### src/rtl/i2cebm_pkg.sv
package i2cebm_pkg;

    // Configuration register reset values.
    localparam logic [9:0]  HALF_PERIOD_RESET = 10'd5;
    localparam logic [6:0]  DEV_ADDR_RESET    = 7'd80;
    localparam logic [15:0] REC_TICKS_RESET   = 16'd1120;

    localparam int MAX_BURST_DEFAULT = 16;

    // Configuration register indexes.
    localparam logic [1:0] CFG_HALF_PERIOD = 2'd0;
    localparam logic [1:0] CFG_DEV_ADDR    = 2'd1;
    localparam logic [1:0] CFG_REC_TICKS   = 2'd2;

    // Command codes carried in the input tuser.
    localparam logic [1:0] FUNC_TICK  = 2'd0;
    localparam logic [1:0] FUNC_WRITE = 2'd1;
    localparam logic [1:0] FUNC_READ  = 2'd2;

    // Widths of the stream words.
    localparam int S_TDATA_W = 24;
    localparam int M_TDATA_W = 16;

    // Bit positions inside the result tdata.
    localparam int OUT_SCL_BIT   = 0;
    localparam int OUT_SDA_BIT   = 1;
    localparam int OUT_BUSY_BIT  = 2;
    localparam int OUT_TAKEN_BIT = 3;
    localparam int OUT_RVAL_BIT  = 4;
    localparam int OUT_RBYTE_LSB = 5;
    localparam int OUT_NACK_BIT  = 13;

endpackage

### src/rtl/i2c_eeprom_burst_master_top.sv
// I2C EEPROM burst master. Every input word is one protocol tick: it carries a
// command in tuser (0 tick only, 1 begin a write burst, 2 begin a read burst;
// a begin is ignored while busy) and in tdata the start address, byte count,
// the next write byte and the sampled SDA level. For every input word exactly
// one result word comes back, holding the SCL and SDA levels to drive on this
// tick, busy, a write_data_taken strobe, a received byte with its valid flag,
// the sticky NACK flag, and tlast on the final byte of a read burst. A write
// burst sends START, device address with the write bit, the memory address and
// byte_count data bytes, then STOP and holds busy for write_recovery_ticks. A
// read burst adds a repeated START and the device address with the read bit,
// then receives byte_count bytes, acknowledging all but the last. Each tick
// is processed by the control logic in the cycle its word is accepted, and
// its result sits in the output register from the next cycle on, so a word
// can be accepted every cycle as long as the output register is empty or
// being drained. The configuration port takes a write every cycle and is
// meant to be used only while the block is idle.
module i2c_eeprom_burst_master_top
    import i2cebm_pkg::*;
#(
    parameter int MAX_BURST = MAX_BURST_DEFAULT
) (
    input  logic                 aclk,
    input  logic                 aresetn,

    input  logic                 s_axis_tvalid,
    output logic                 s_axis_tready,
    // [7:0] mem_address, [12:8] byte_count, [20:13] write_data, [21] sda_in,
    // [23:22] zero
    input  logic [S_TDATA_W-1:0] s_axis_tdata,
    // [1:0] func
    input  logic [1:0]           s_axis_tuser,

    output logic                 m_axis_tvalid,
    input  logic                 m_axis_tready,
    // [0] scl, [1] sda_out, [2] busy_res, [3] write_data_taken, [4] read_valid,
    // [12:5] read_byte, [13] nack_seen, [15:14] zero
    output logic [M_TDATA_W-1:0] m_axis_tdata,
    // read_last
    output logic                 m_axis_tlast,

    input  logic                 cfg_valid,
    output logic                 cfg_ready,
    input  logic [1:0]           cfg_index,
    input  logic [15:0]          cfg_data
);

    // The count of bytes left must hold MAX_BURST itself.
    localparam int BL_W  = $clog2(MAX_BURST + 1);
    localparam int CNT_W = (BL_W > 5) ? BL_W : 5;

    typedef enum logic [4:0] {
        PH_IDLE, PH_ST_A, PH_ST_B, PH_TX_LO, PH_TX_HI, PH_SACK_LO, PH_SACK_HI,
        PH_RS_LO, PH_RS_HI, PH_RX_LO, PH_RX_HI, PH_MACK_LO, PH_MACK_HI,
        PH_SP_A, PH_SP_B, PH_SP_C, PH_REC
    } phase_t;

    // Which byte is on the wire: device address for write, memory address,
    // device address for read, or a data byte.
    typedef enum logic [1:0] {
        K_DEVW, K_MEM, K_DEVR, K_DATA
    } kind_t;

    // Configuration registers.
    logic [9:0]  half_period_reg;
    logic [6:0]  dev_addr_reg;
    logic [15:0] rec_ticks_reg;

    // Protocol state.
    phase_t          phase_reg, phase_next;
    kind_t           kind_reg, kind_next;
    logic [9:0]      tick_reg, tick_next;
    logic [3:0]      bit_idx_reg, bit_idx_next;
    logic [BL_W-1:0] bytes_left_reg, bytes_left_next;
    logic [7:0]      shifter_reg, shifter_next;
    logic [7:0]      addr_latch_reg, addr_latch_next;
    logic            read_mode_reg, read_mode_next;
    logic            nack_reg, nack_next;
    logic [15:0]     rec_cnt_reg, rec_cnt_next;

    // Result register.
    logic                 m_valid_reg;
    logic [M_TDATA_W-1:0] m_data_reg, m_data_next;
    logic                 m_last_reg, m_last_next;

    // Unpacked input fields.
    logic [1:0] in_func;
    logic [7:0] in_mem;
    logic [4:0] in_count;
    logic [7:0] in_wdata;
    logic       in_sda;

    logic s_accept;

    assign in_func  = s_axis_tuser;
    assign in_mem   = s_axis_tdata[7:0];
    assign in_count = s_axis_tdata[12:8];
    assign in_wdata = s_axis_tdata[20:13];
    assign in_sda   = s_axis_tdata[21];

    // A new tick is taken whenever the result register is free or draining.
    assign s_axis_tready = !m_valid_reg || m_axis_tready;
    assign s_accept      = s_axis_tvalid && s_axis_tready;
    assign cfg_ready     = 1'b1;

    assign m_axis_tvalid = m_valid_reg;
    assign m_axis_tdata  = m_data_reg;
    assign m_axis_tlast  = m_last_reg;

    always_comb begin
        logic [CNT_W-1:0] cnt_ext;
        logic [9:0]       h;
        logic             busy;
        logic             scl;
        logic             sda;
        logic             taken;
        logic             rvalid;
        logic [7:0]       rbyte;
        logic             rlast;

        phase_next      = phase_reg;
        kind_next       = kind_reg;
        tick_next       = tick_reg;
        bit_idx_next    = bit_idx_reg;
        bytes_left_next = bytes_left_reg;
        shifter_next    = shifter_reg;
        addr_latch_next = addr_latch_reg;
        read_mode_next  = read_mode_reg;
        nack_next       = nack_reg;
        rec_cnt_next    = rec_cnt_reg;
        taken           = 1'b0;
        rvalid          = 1'b0;
        rbyte           = 8'd0;
        rlast           = 1'b0;
        scl             = 1'b1;
        sda             = 1'b1;
        h               = (half_period_reg == 10'd0) ? 10'd1 : half_period_reg;

        // A zero count means one byte, and the count saturates at MAX_BURST.
        cnt_ext = CNT_W'(in_count);
        if (cnt_ext == CNT_W'(0)) begin
            cnt_ext = CNT_W'(1);
        end
        if (cnt_ext > CNT_W'(MAX_BURST)) begin
            cnt_ext = CNT_W'(MAX_BURST);
        end

        // The begin tick is already the first tick of START.
        if (phase_reg == PH_IDLE && (in_func == FUNC_WRITE || in_func == FUNC_READ)) begin
            bytes_left_next = BL_W'(cnt_ext);
            addr_latch_next = in_mem;
            read_mode_next  = (in_func == FUNC_READ);
            nack_next       = 1'b0;
            kind_next       = K_DEVW;
            bit_idx_next    = 4'd0;
            tick_next       = 10'd0;
            phase_next      = PH_ST_A;
        end
        busy = (phase_next != PH_IDLE);

        // Line levels for this tick.
        unique case (phase_next)
            PH_ST_B, PH_SP_B: begin
                scl = 1'b1;
                sda = 1'b0;
            end
            PH_TX_LO: begin
                scl = 1'b0;
                sda = shifter_next[7];
            end
            PH_TX_HI: begin
                scl = 1'b1;
                sda = shifter_next[7];
            end
            PH_SACK_LO, PH_RS_LO, PH_RX_LO: begin
                scl = 1'b0;
                sda = 1'b1;
            end
            PH_MACK_LO: begin
                scl = 1'b0;
                sda = (bytes_left_next <= BL_W'(1));
            end
            PH_MACK_HI: begin
                scl = 1'b1;
                sda = (bytes_left_next <= BL_W'(1));
            end
            PH_SP_A: begin
                scl = 1'b0;
                sda = 1'b0;
            end
            default: begin
                scl = 1'b1;
                sda = 1'b1;
            end
        endcase

        if (phase_next == PH_REC) begin
            rec_cnt_next = rec_cnt_next + 16'd1;
            if (rec_cnt_next >= rec_ticks_reg) begin
                phase_next = PH_IDLE;
            end
        end else if (phase_next != PH_IDLE) begin
            if ({1'b0, tick_next} + 11'd1 < {1'b0, h}) begin
                tick_next = tick_next + 10'd1;
            end else begin
                tick_next = 10'd0;
                unique case (phase_next)
                    PH_ST_A: phase_next = PH_ST_B;
                    PH_ST_B: begin
                        shifter_next = {dev_addr_reg, kind_next == K_DEVR};
                        bit_idx_next = 4'd0;
                        phase_next   = PH_TX_LO;
                    end
                    PH_TX_LO: phase_next = PH_TX_HI;
                    PH_TX_HI: begin
                        shifter_next = {shifter_next[6:0], 1'b0};
                        bit_idx_next = bit_idx_next + 4'd1;
                        phase_next   = (bit_idx_next >= 4'd8) ? PH_SACK_LO : PH_TX_LO;
                    end
                    PH_SACK_LO: phase_next = PH_SACK_HI;
                    PH_SACK_HI: begin
                        // A missing acknowledge is only recorded.
                        nack_next = nack_next | in_sda;
                        unique case (kind_next)
                            K_DEVW: begin
                                shifter_next = addr_latch_next;
                                kind_next    = K_MEM;
                                bit_idx_next = 4'd0;
                                phase_next   = PH_TX_LO;
                            end
                            K_MEM: begin
                                if (read_mode_next) begin
                                    kind_next  = K_DEVR;
                                    phase_next = PH_RS_LO;
                                end else begin
                                    shifter_next = in_wdata;
                                    kind_next    = K_DATA;
                                    bit_idx_next = 4'd0;
                                    phase_next   = PH_TX_LO;
                                    taken        = 1'b1;
                                end
                            end
                            K_DEVR: begin
                                bit_idx_next = 4'd0;
                                shifter_next = 8'd0;
                                phase_next   = PH_RX_LO;
                            end
                            default: begin
                                if (bytes_left_next != BL_W'(0)) begin
                                    bytes_left_next = bytes_left_next - BL_W'(1);
                                end
                                if (bytes_left_next != BL_W'(0)) begin
                                    shifter_next = in_wdata;
                                    kind_next    = K_DATA;
                                    bit_idx_next = 4'd0;
                                    phase_next   = PH_TX_LO;
                                    taken        = 1'b1;
                                end else begin
                                    phase_next = PH_SP_A;
                                end
                            end
                        endcase
                    end
                    PH_RS_LO: phase_next = PH_RS_HI;
                    PH_RS_HI: phase_next = PH_ST_B;
                    PH_RX_LO: phase_next = PH_RX_HI;
                    PH_RX_HI: begin
                        shifter_next = {shifter_next[6:0], in_sda};
                        bit_idx_next = bit_idx_next + 4'd1;
                        if (bit_idx_next >= 4'd8) begin
                            rvalid     = 1'b1;
                            rbyte      = shifter_next;
                            rlast      = (bytes_left_next <= BL_W'(1));
                            phase_next = PH_MACK_LO;
                        end else begin
                            phase_next = PH_RX_LO;
                        end
                    end
                    PH_MACK_LO: phase_next = PH_MACK_HI;
                    PH_MACK_HI: begin
                        if (bytes_left_next != BL_W'(0)) begin
                            bytes_left_next = bytes_left_next - BL_W'(1);
                        end
                        if (bytes_left_next != BL_W'(0)) begin
                            bit_idx_next = 4'd0;
                            shifter_next = 8'd0;
                            phase_next   = PH_RX_LO;
                        end else begin
                            phase_next = PH_SP_A;
                        end
                    end
                    PH_SP_A: phase_next = PH_SP_B;
                    PH_SP_B: phase_next = PH_SP_C;
                    PH_SP_C: begin
                        if (!read_mode_next && rec_ticks_reg != 16'd0) begin
                            rec_cnt_next = 16'd0;
                            phase_next   = PH_REC;
                        end else begin
                            phase_next = PH_IDLE;
                        end
                    end
                    default: phase_next = PH_IDLE;
                endcase
            end
        end

        m_data_next = {2'b00, nack_next, rbyte, rvalid, taken, busy, sda, scl};
        m_last_next = rlast;
    end

    always_ff @(posedge aclk) begin
        if (!aresetn) begin
            half_period_reg <= HALF_PERIOD_RESET;
            dev_addr_reg    <= DEV_ADDR_RESET;
            rec_ticks_reg   <= REC_TICKS_RESET;
            phase_reg       <= PH_IDLE;
            kind_reg        <= K_DEVW;
            tick_reg        <= 10'd0;
            bit_idx_reg     <= 4'd0;
            bytes_left_reg  <= BL_W'(0);
            shifter_reg     <= 8'd0;
            addr_latch_reg  <= 8'd0;
            read_mode_reg   <= 1'b0;
            nack_reg        <= 1'b0;
            rec_cnt_reg     <= 16'd0;
            m_valid_reg     <= 1'b0;
        end else begin
            if (cfg_valid && cfg_ready) begin
                unique case (cfg_index)
                    CFG_HALF_PERIOD: half_period_reg <= cfg_data[9:0];
                    CFG_DEV_ADDR:    dev_addr_reg    <= cfg_data[6:0];
                    CFG_REC_TICKS:   rec_ticks_reg   <= cfg_data;
                    default:         ;
                endcase
            end
            if (s_accept) begin
                phase_reg      <= phase_next;
                kind_reg       <= kind_next;
                tick_reg       <= tick_next;
                bit_idx_reg    <= bit_idx_next;
                bytes_left_reg <= bytes_left_next;
                shifter_reg    <= shifter_next;
                addr_latch_reg <= addr_latch_next;
                read_mode_reg  <= read_mode_next;
                nack_reg       <= nack_next;
                rec_cnt_reg    <= rec_cnt_next;
                m_valid_reg    <= 1'b1;
            end else if (m_axis_tready) begin
                m_valid_reg <= 1'b0;
            end
        end
    end

    // Result payload needs no reset.
    always_ff @(posedge aclk) begin
        if (s_accept) begin
            m_data_reg <= m_data_next;
            m_last_reg <= m_last_next;
        end
    end

endmodule

### config.mk
export PLATFORM = sky130hd
export DESIGN_NAME = i2c_eeprom_burst_master_top
export DESIGN_NICKNAME = d
export VERILOG_FILES = /design/src/rtl/i2cebm_pkg.sv /design/src/rtl/i2c_eeprom_burst_master_top.sv
export SDC_FILE = /design/constraint.sdc
export NUM_CORES = 1
export LEC_CHECK = 0
export BUFFER_PORTS_ARGS = -buffer_cell sky130_fd_sc_hd__buf_2
export CORE_ASPECT_RATIO = 1.1
export CORE_MARGIN = 1
export CORE_UTILIZATION = 59
export DETAILED_ROUTE_END_ITERATION = 10
export PLACE_DENSITY = 0.8
export REMOVE_ABC_BUFFERS = 1
export SLEW_MARGIN = 20
export SYNTH_ARGS = -nofsm -noshare
export SYNTH_HDL_FRONTEND = slang
export SYNTH_SLANG_ARGS = --single-unit
### constraint.sdc
create_clock -name aclk -period 5.8 [get_ports aclk]
set_input_delay 0.87 -clock aclk [delete_from_list [all_inputs] [get_ports aclk]]
set_output_delay 0.87 -clock aclk [all_outputs]
set_load 0.005 [all_outputs]
# == After elaboration in Yosys (flattened, before gate mapping) ==
# Cells that the tools add are included.
# op_classes
add_sub_neg,5
n_lt_le_gt_ge,5
eq_ne,26
mux,78
bitwise,7
reduce_logical,38
# op_table
operator,count
5-bit two-way mux,23
16-bit two-way mux,5
5-bit case mux with 14 select lines,1
10-bit two-way mux,5
5-bit by 4-bit equality test with 1-bit output (second input constant),8
8-bit case mux with 5 select lines,1
4-bit two-way mux,8
8-bit two-way mux,4
5-bit nonzero test,5
8-bit case mux with 3 select lines,1
5-bit by 3-bit equality test with 1-bit output (second input constant),4
16-bit by 1-bit adder with 16-bit output (second input constant),1
16-bit >= comparator,1
4-bit case mux with 4 select lines,1
16-bit nonzero test,1
2-bit two-way mux,7
1-bit two-way mux,13
4-bit case mux with 3 select lines,1
10-bit by 1-bit adder with 11-bit output (second input constant),1
11-bit by 10-bit < comparator with 1-bit output,1
10-bit by 1-bit adder with 10-bit output (second input constant),1
5-bit by 2-bit equality test with 1-bit output (second input constant),2
10-bit logical NOT,1
5-bit logical NOT,2
33 further kinds,61
# totals
register_bits,109
input_bits,49
out_inout_bits,20

# == Longest topological paths before layout ==
# Gate-level depths: netlist (run 1).
# depth
ltp_word,19
ltp_mapped,21

# == Least setup slack after synthesis (run 1) ==
# Ideal clock, no wire load.
# synth_path
path_kind,input to register
from,in s_axis_tuser[0]
to,reg shifter_reg[4]
setup_ps,132
arrival_time_ps,4751
slack_ps,917
stages,21
n_path_buf,4
cell_sequence,inv_1 ha_1 nor3_2 nand2_2 clkbuf_1 buf_1 and2_1 ha_1 nand4_1 xor2_1 nor2_1 ha_1 nand4_1 nor3_1 nand3_1 and4_4 buf_6 or4_1 buf_2 nor3_1 nor3_1
# synth_via
elab_chain_cells,14
word_cells_on_any_way,45
classes_between,add/sub: 2; order compare: 1; eq/ne: 13; mux: 18; bitwise: 2; reduce/logical: 9
# synth_rtl
element,line,source
from (decl),i2c_eeprom_burst_master_top.sv:31,"input logic [1:0] s_axis_tuser,"
2-bit by 1-bit equality test with 1-bit output or 2-bit equality test (tied branches),"i2c_eeprom_burst_master_top.sv:148, i2c_eeprom_burst_master_top.sv:151",
1-bit logical OR,i2c_eeprom_burst_master_top.sv:148,if (phase_reg == PH_IDLE && (in_func == FUNC_WRITE || in_func == FUNC_READ)) begin
1-bit logical AND,i2c_eeprom_burst_master_top.sv:148,
5-bit two-way mux,i2c_eeprom_burst_master_top.sv:148,
5-bit by 1-bit subtractor with 5-bit output or 5-bit nonzero test (tied branches),--,
5-bit two-way mux,"i2c_eeprom_burst_master_top.sv:248, i2c_eeprom_burst_master_top.sv:280",
5-bit two-way mux,i2c_eeprom_burst_master_top.sv:223,unique case (kind_next)
5-bit two-way mux,i2c_eeprom_burst_master_top.sv:206,unique case (phase_next)
5-bit two-way mux,i2c_eeprom_burst_master_top.sv:202,"if ({1'b0, tick_next} + 11'd1 < {1'b0, h}) begin"
5-bit two-way mux,i2c_eeprom_burst_master_top.sv:201,end else if (phase_next != PH_IDLE) begin
5-bit two-way mux,i2c_eeprom_burst_master_top.sv:196,if (phase_next == PH_REC) begin
5-bit nonzero test,i2c_eeprom_burst_master_top.sv:251,if (bytes_left_next != BL_W'(0)) begin
5-bit != test (no source line),--,
8-bit AND reduction (no source line),--,
to (signal assigned),i2c_eeprom_burst_master_top.sv:341,shifter_reg <= shifter_next;
to (decl),i2c_eeprom_burst_master_top.sv:74,"logic [7:0] shifter_reg, shifter_next;"
# Several ways; a longest one is shown, not always the timed one. The select of a mux whose other input is x is not followed.
# A chain may end at the register's enable or synchronous reset.

# == Final worst setup path (run 1) ==
# layout_path
from,in s_axis_tuser[0]
to,"reg m_data_reg[7] (netlist: m_axis_tdata[7]), data pin"
# layout_via
elab_chain_cells,8
word_cells_on_any_way,18
classes_between,add/sub: 2; order compare: 2; eq/ne: 4; mux: 3; bitwise: 3; reduce/logical: 4
# layout_rtl
element,line,source
2-bit by 1-bit equality test with 1-bit output or 2-bit equality test (tied branches),i2c_eeprom_burst_master_top.sv:148,
1-bit logical OR *,i2c_eeprom_burst_master_top.sv:148,
1-bit logical AND *,i2c_eeprom_burst_master_top.sv:148,
"parallel branches: the longest is 4 deep, another holds 10-bit by 1-bit adder with 11-bit output",--,
5-bit OR reduction (no source line) *,--,
to (signal assigned),i2c_eeprom_burst_master_top.sv:356,m_data_reg <= m_data_next;
to (decl),i2c_eeprom_burst_master_top.sv:82,"logic [M_TDATA_W-1:0] m_data_reg, m_data_next;"
# Mark *: on every way between the ends.

==> reports/qor.csv, run 1 <==
metric;value;unit
grt_max_degree;46;
port_buffers;63;
viasPerCell;6.33;
skew;0.00631;ns
cp_cell_sequence;buf_2 > inv_1 > ha_1 > or3_1 > o21ai_4 > inv_1 > ha_1 > nand4_1 > xor2_1 > nor2_1 > ha_1 > nand4_1 > nor3_1 > nand3_1 > nand4_1 > nand2_1 > nor4_2 > and2_1;
place_congestion;0.918;
core-area;11000;um2
grt_use_met1;38.6;%
multi_input_area;4020;um2
synth_largest_area_cell;dfxtp_1;
grt_overflow;0;
firstDrtPassIters;5;
initial_core_util;61.0;%
dp_hpwl;12800;um
post-route-min-period;5.14;ns
setup_ws;0.658;ns
slew_violations;0;
yosys.area.top_type_share;28.0;%
cts_tree;yes;
worst_pin_slew;0.748;ns
antenna_found_initial;0;
synth_seq_area_share;34.7;%
met3_usage;4.57;%
grt.busiest_layer;met2;
cts.repair.resized;0;
synth_warnings;0;
crit_type;input port to flip-flop;
nets;964;
setup_violations;0;
rsz0062_at_grt;false;
ys_ff_latch;109;
pin_count;69;
ir_drop;134;uV
drt_first_iter_violations;491;
num_rows;40;
cts_buffers;9;
cts_root_buf;clkbuf_16;
syn_avg_cell_area;7.84;um2
drt-total-wl;18000;um
grt_use_met2;53.9;%
clk_latency;0.36;ns
cpLargestDelayFamily;simple AND/OR/NAND/NOR gates;
powerDensity;254;nW/um2
drc;0;
maxClockFrequency;194;MHz
status;completed;
cp_slowest_cell;nor4_2;
cpPeakStageDelay;0.67;ns
finalCritPeriodShare;88.7;%
required;6.03;ns
hold_buffers;0;
grt_pass1_vias;6033;
cp_max_fo;10;
num_vias;6552;
die_width;104;um
synth_area_leaders;dfxtp_1, a21oi_1, edfxtp_1;
hold_violations;0;
critical_path.startpoint_type;input port;
postSynthCellCount;856;
synth_async_sr_flop_share;0;%
detail_route.wl_per_cell;17.4;um
synth_area;6720;um2
cts.path.max_buffers;2;
grt.total_usage;30.5;%
htree_levels;3;
seq_area;2330;um2
drive_above_1_share;12.4;%
clk_pin_slew;0.08;ns
cts_setup_buffers;0;
fp.dieArea;11800;um2
hold_class;flip-flop to flip-flop;
nFillCells;952;
crit_arrival;5.37;ns
grt_pass1_wl;29200;um
endpoint_kind;flip-flop;
tns;0;ns
chipHeight;114;um
timing.max_cap.violations;0;
clkSinkCount;109;
critPathBufInv;3;
synth_flop_cell;dfxtp_1;
synth-edff-count;15;
area_growth;9.73;%
p_leak;2.82;nW
ant_nets;0;
synth_cell_types;78;
dp_slack;0.521;ns
antennaDiodeCount;0;
slew_headroom;50.1;%
-- stage by stage --
stage / power [W] / hold WS, ns / util (%) / instances / cell area (um2)
final: 0.00187 / 0.464 / 66.9 / 1035 / 7370
after global routing: 0.00195 / 0.488 / 66.9 / 1035 / 7370
after CTS: 0.00187 / 0.463 / 66.8 / 1035 / 7360
after detailed placement: 0.00120 / 0.452 / 63.9 / 1019 / 7030
after global placement: 0.00119 / 0.442 / 63.9 / 1019 / 7030
after floorplan: 0.00108 / 0.432 / - / 802 / 6470
-- cell families after synthesis --
kind of cell	count (synthesis)	share of synthesized area (%)
muxes	16	2.59
buffers and inverters	93	5.76
other	2	0.112
adders and majority gates	32	5.96
AOI/OAI and AO/OA	218	20.9
xor gates and xnor gates	23	3.00
DFF	109	34.7
and+or+nand+nor	363	26.9
-- per-layer routing --
metal | up-vias | part of all wire [%]
met5 | - | 0
met4 | 0 | 1.7
met3 | 28 | 7.7
met2 | 319 | 50
met1 | 3062 | 41
li1 | 3143 | -
-- Yosys cell counts (5+ instances only) --
cell type and n:
nand2b_1 6, a22oi_1 5, or3_1 5, mux2i_1 14, and2_1 17, and3_1 9, nand4_1 14, ha_1 32
a21oi_1 93, nand2_1 112, o21ai_1 5, o211ai_1 6, clkbuf_1 40, nor2b_1 7, nor2_1 76, a221oi_1 6
inv_1 37, a311oi_1 7, buf_2 6, nor3b_1 6, a221o_1 8, edfxtp_1 15, dfxtp_1 94, a21o_1 5
a31oi_1 12, xnor2_1 12, a211oi_1 7, nor4_1 13, nand3_1 33, xor2_1 11, o21ai_0 27, nor3_1 38
-- layout make-up --
cell class                      instances  share of cell area [%]
Clock inverter                          6                    1.17
Clock buffer                           10                    3.24
Tap cell                              147                    2.50
Inverter                               38                    1.94
Multi-Input combinational cell        655                    54.5
Sequential cell                       109                    31.7
Timing Repair Buffer                   70                    4.99
-- where the power goes --
part           internal [W]  switching [W]
combinational      0.000132       0.000242
clock              0.000360       0.000315
sequential         0.000791      0.0000322
total               0.00128       0.000589
-- tightest hold or removal path, delay by kind of cell (launching register included) --
family	cells	cell delay, ns
simple gates	1	0.05
compound gates	1	0.05
flops	1	0.32
-- worst paths after layout --
kind,from,end,slack [ns],cells after the start
setup / recovery,s_axis_tuser[0],m_axis_tdata[7]$_SDFFCE_PP0P_,0.66,18
hold / removal,addr_latch_reg[2]$_SDFFE_PN0P_,addr_latch_reg[2]$_SDFFE_PN0P_,0.46,2
setup reg to reg,phase_reg[4]$_SDFFE_PN0P_,m_axis_tdata[7]$_SDFFCE_PP0P_,1.01,15
hold reg to reg,addr_latch_reg[2]$_SDFFE_PN0P_,addr_latch_reg[2]$_SDFFE_PN0P_,0.46,2
-- cell usage in the layout (no fill, tap or decap), drive strengths merged, types with 17 or more instances in the layout --
master and count:
inv 41, nor3 41, buf 70, and2 17, o21ai 33, dfxtp 94, a21oi 94, nand3 33
nand2 113, ha 32, nor2 77
Power figures use the tool's default switching activity.
==> run 2: changes to the inputs <==
--- a/config.mk
+++ b/config.mk
@@ -6,7 +6,7 @@
 export NUM_CORES = 1
 export LEC_CHECK = 0
 export BUFFER_PORTS_ARGS = -buffer_cell sky130_fd_sc_hd__buf_2
-export CORE_ASPECT_RATIO = 1.1
+export CORE_ASPECT_RATIO = 0.9
 export CORE_MARGIN = 1
 export CORE_UTILIZATION = 59
 export DETAILED_ROUTE_END_ITERATION = 10
==> reports/qor.csv, run 2 (same netlist as run 1, synthesis figures left out) <==
metric;value;unit;change
status;completed;;
cts.path.max_buffers;2;;unchanged
worst_pin_slew;1.11;ns;+0.360 ns
skew;0.00428;ns;-0.00203 ns
required;6.02;ns;about the same
antennaDiodeCount;0;;unchanged
cp_cell_sequence;buf_2 > inv_1 > ha_1 > or3_1 > o21ai_4 > inv_1 > ha_1 > nand4_1 > xor2_1 > nor2_1 > ha_1 > nand4_1 > nor3_1 > nand3_1 > nand4_1 > nand2_1 > nor4_2 > and2_1;;
critical_path.startpoint_type;input port;;
clk_pin_slew;0.07;ns;about the same
dp_hpwl;13000;um;+1.7%
grt_pass1_vias;5964;;-1.1%
post-route-min-period;4.86;ns;-0.280 ns
hold_buffers;0;;unchanged
crit_arrival;5.08;ns;-0.29 ns
endpoint_kind;flip-flop;;
detail_route.wl_per_cell;17.3;um;-0.63%
hold_violations;0;;unchanged
cp_slowest_cell;nor4_2;;
maxClockFrequency;206;MHz;+5.8%
antenna_found_initial;0;;unchanged
tns;0;ns;unchanged
final_common_cell;nand2_1;;
die_width;114;um;+10%
power;0.00188;W;+0.52%
clkSinkCount;109;;unchanged
hold_class;flip-flop to flip-flop;;
grt_max_degree;55;;+20%
powerDensity;256;nW/um2;+0.59%
critPathBufInv;3;;unchanged
cts.repair.resized;0;;unchanged
num_rows;36;;-10%
finalCritPeriodShare;83.8;%;-4.8 points
chipHeight;103;um;-9.4%
cts_setup_buffers;0;;unchanged
fp.dieArea;11800;um2;about the same
nets;963;;-0.10%
clk_latency;0.35;ns;about the same
pin_count;69;;unchanged
final_cell_mix;nand2_1, dfxtp_1, a21oi_1;;
layout.cells.non_filler;1039;;+0.39%
place_area;7040;um2;about the same
core-area;10900;um2;-0.59%
ant_nets;0;;unchanged
cp_max_fo;10;;unchanged
setup_violations;0;;unchanged
fin_area;7360;um2;about the same
drc;0;;unchanged
grt_pass1_wl;29300;um;about the same
rsz0062_at_grt;false;;
setup_ws;0.938;ns;+0.280 ns
p_leak;2.81;nW;-0.24%
area_growth;9.65;%;about the same
place_congestion;0.942;;+2.6%
timing.max_cap.violations;0;;unchanged
port_buffers;63;;unchanged
slew_violations;0;;unchanged
ir_drop;178;uV;+33%
cpLargestDelayFamily;simple AND/OR/NAND/NOR gates;;
grt_overflow;0;;unchanged
cpPeakStageDelay;0.83;ns;+0.16 ns
cts_buffers;9;;unchanged
grt.total_usage;31.7;%;+1.1 points
cts_root_buf;clkbuf_16;;
slew_headroom;25.9;%;-24 points
initial_core_util;61.4;%;+0.36 points
htree_levels;3;;unchanged
dp_slack;0.691;ns;+0.170 ns
num_vias;6628;;+1.2%
drt-total-wl;18000;um;-0.24%
drive_above_1_share;12.2;%;-0.21 points
firstDrtPassIters;5;;unchanged
crit_type;input port to flip-flop;;
drt_first_iter_violations;662;;+35%
place_inst;1023;;+0.39%
cts_tree;yes;;
viasPerCell;6.38;;+0.77%
==> run 2: cell count changes in the layout (fill, tap and decap cells not counted), sizes merged <==
cell,previous run,this run
clkbuf,10,9
clkinv,2,1
buf,70,69
bufinv,1,2
clkinvlp,0,1
==> run 2: metrics by stage <==
stage / hold WS (ns) / util, %
after global placement: 0.437 / 64.2
after CTS: 0.463 / 67.3
after floorplan: 0.432 / -
after detailed placement: 0.452 / 64.3
after global routing: 0.477 / 67.3
final: 0.460 / 67.3
==> run 2: final timing paths <==
kind                                        from                             end  slack [ns]  depth (start not counted)
setup / recovery                 s_axis_tuser[0]   m_axis_tdata[9]$_SDFFCE_PP0P_        0.94                         18
hold / removal    addr_latch_reg[5]$_SDFFE_PN0P_  addr_latch_reg[5]$_SDFFE_PN0P_        0.46                          2
setup reg to reg       phase_reg[4]$_SDFFE_PN0P_   m_axis_tdata[9]$_SDFFCE_PP0P_        1.29                         15
hold reg to reg   addr_latch_reg[5]$_SDFFE_PN0P_  addr_latch_reg[5]$_SDFFE_PN0P_        0.46                          2
==> run 2: area by class of cell <==
type | count | area [um2]
Multi-Input combinational cell | 655 | 4010
Fill cell | 891 | 3580
Sequential cell | 109 | 2330
Timing Repair Buffer | 69 | 360
Clock buffer | 9 | 225
Tap cell | 152 | 190
Inverter | 38 | 143
Clock inverter | 7 | 103
==> run 2: per-layer routing <==
layer	share of wire, %	GRT usage [%]	vias up	wire [um]
li1	-	-	3156	-
met1	45	44.2	3053	8040
met2	43	49.7	375	7770
met3	9.7	5.83	44	1740
met4	2.5	10.8	0	441
met5	0	0	-	0
==> run 2: tightest hold or removal path, delay by kind of cell, from the launching register on <==
kind	cells	cell delay (ns)
AOI/OAI and AO/OA	1	0.05
DFF	1	0.31
and+or+nand+nor	1	0.05
==> run 2: report_power, final <==
group	internal (W)	switching [W]
Clock	0.000385	0.000299
Combinational	0.000132	0.000242
Sequential	0.000791	0.0000336
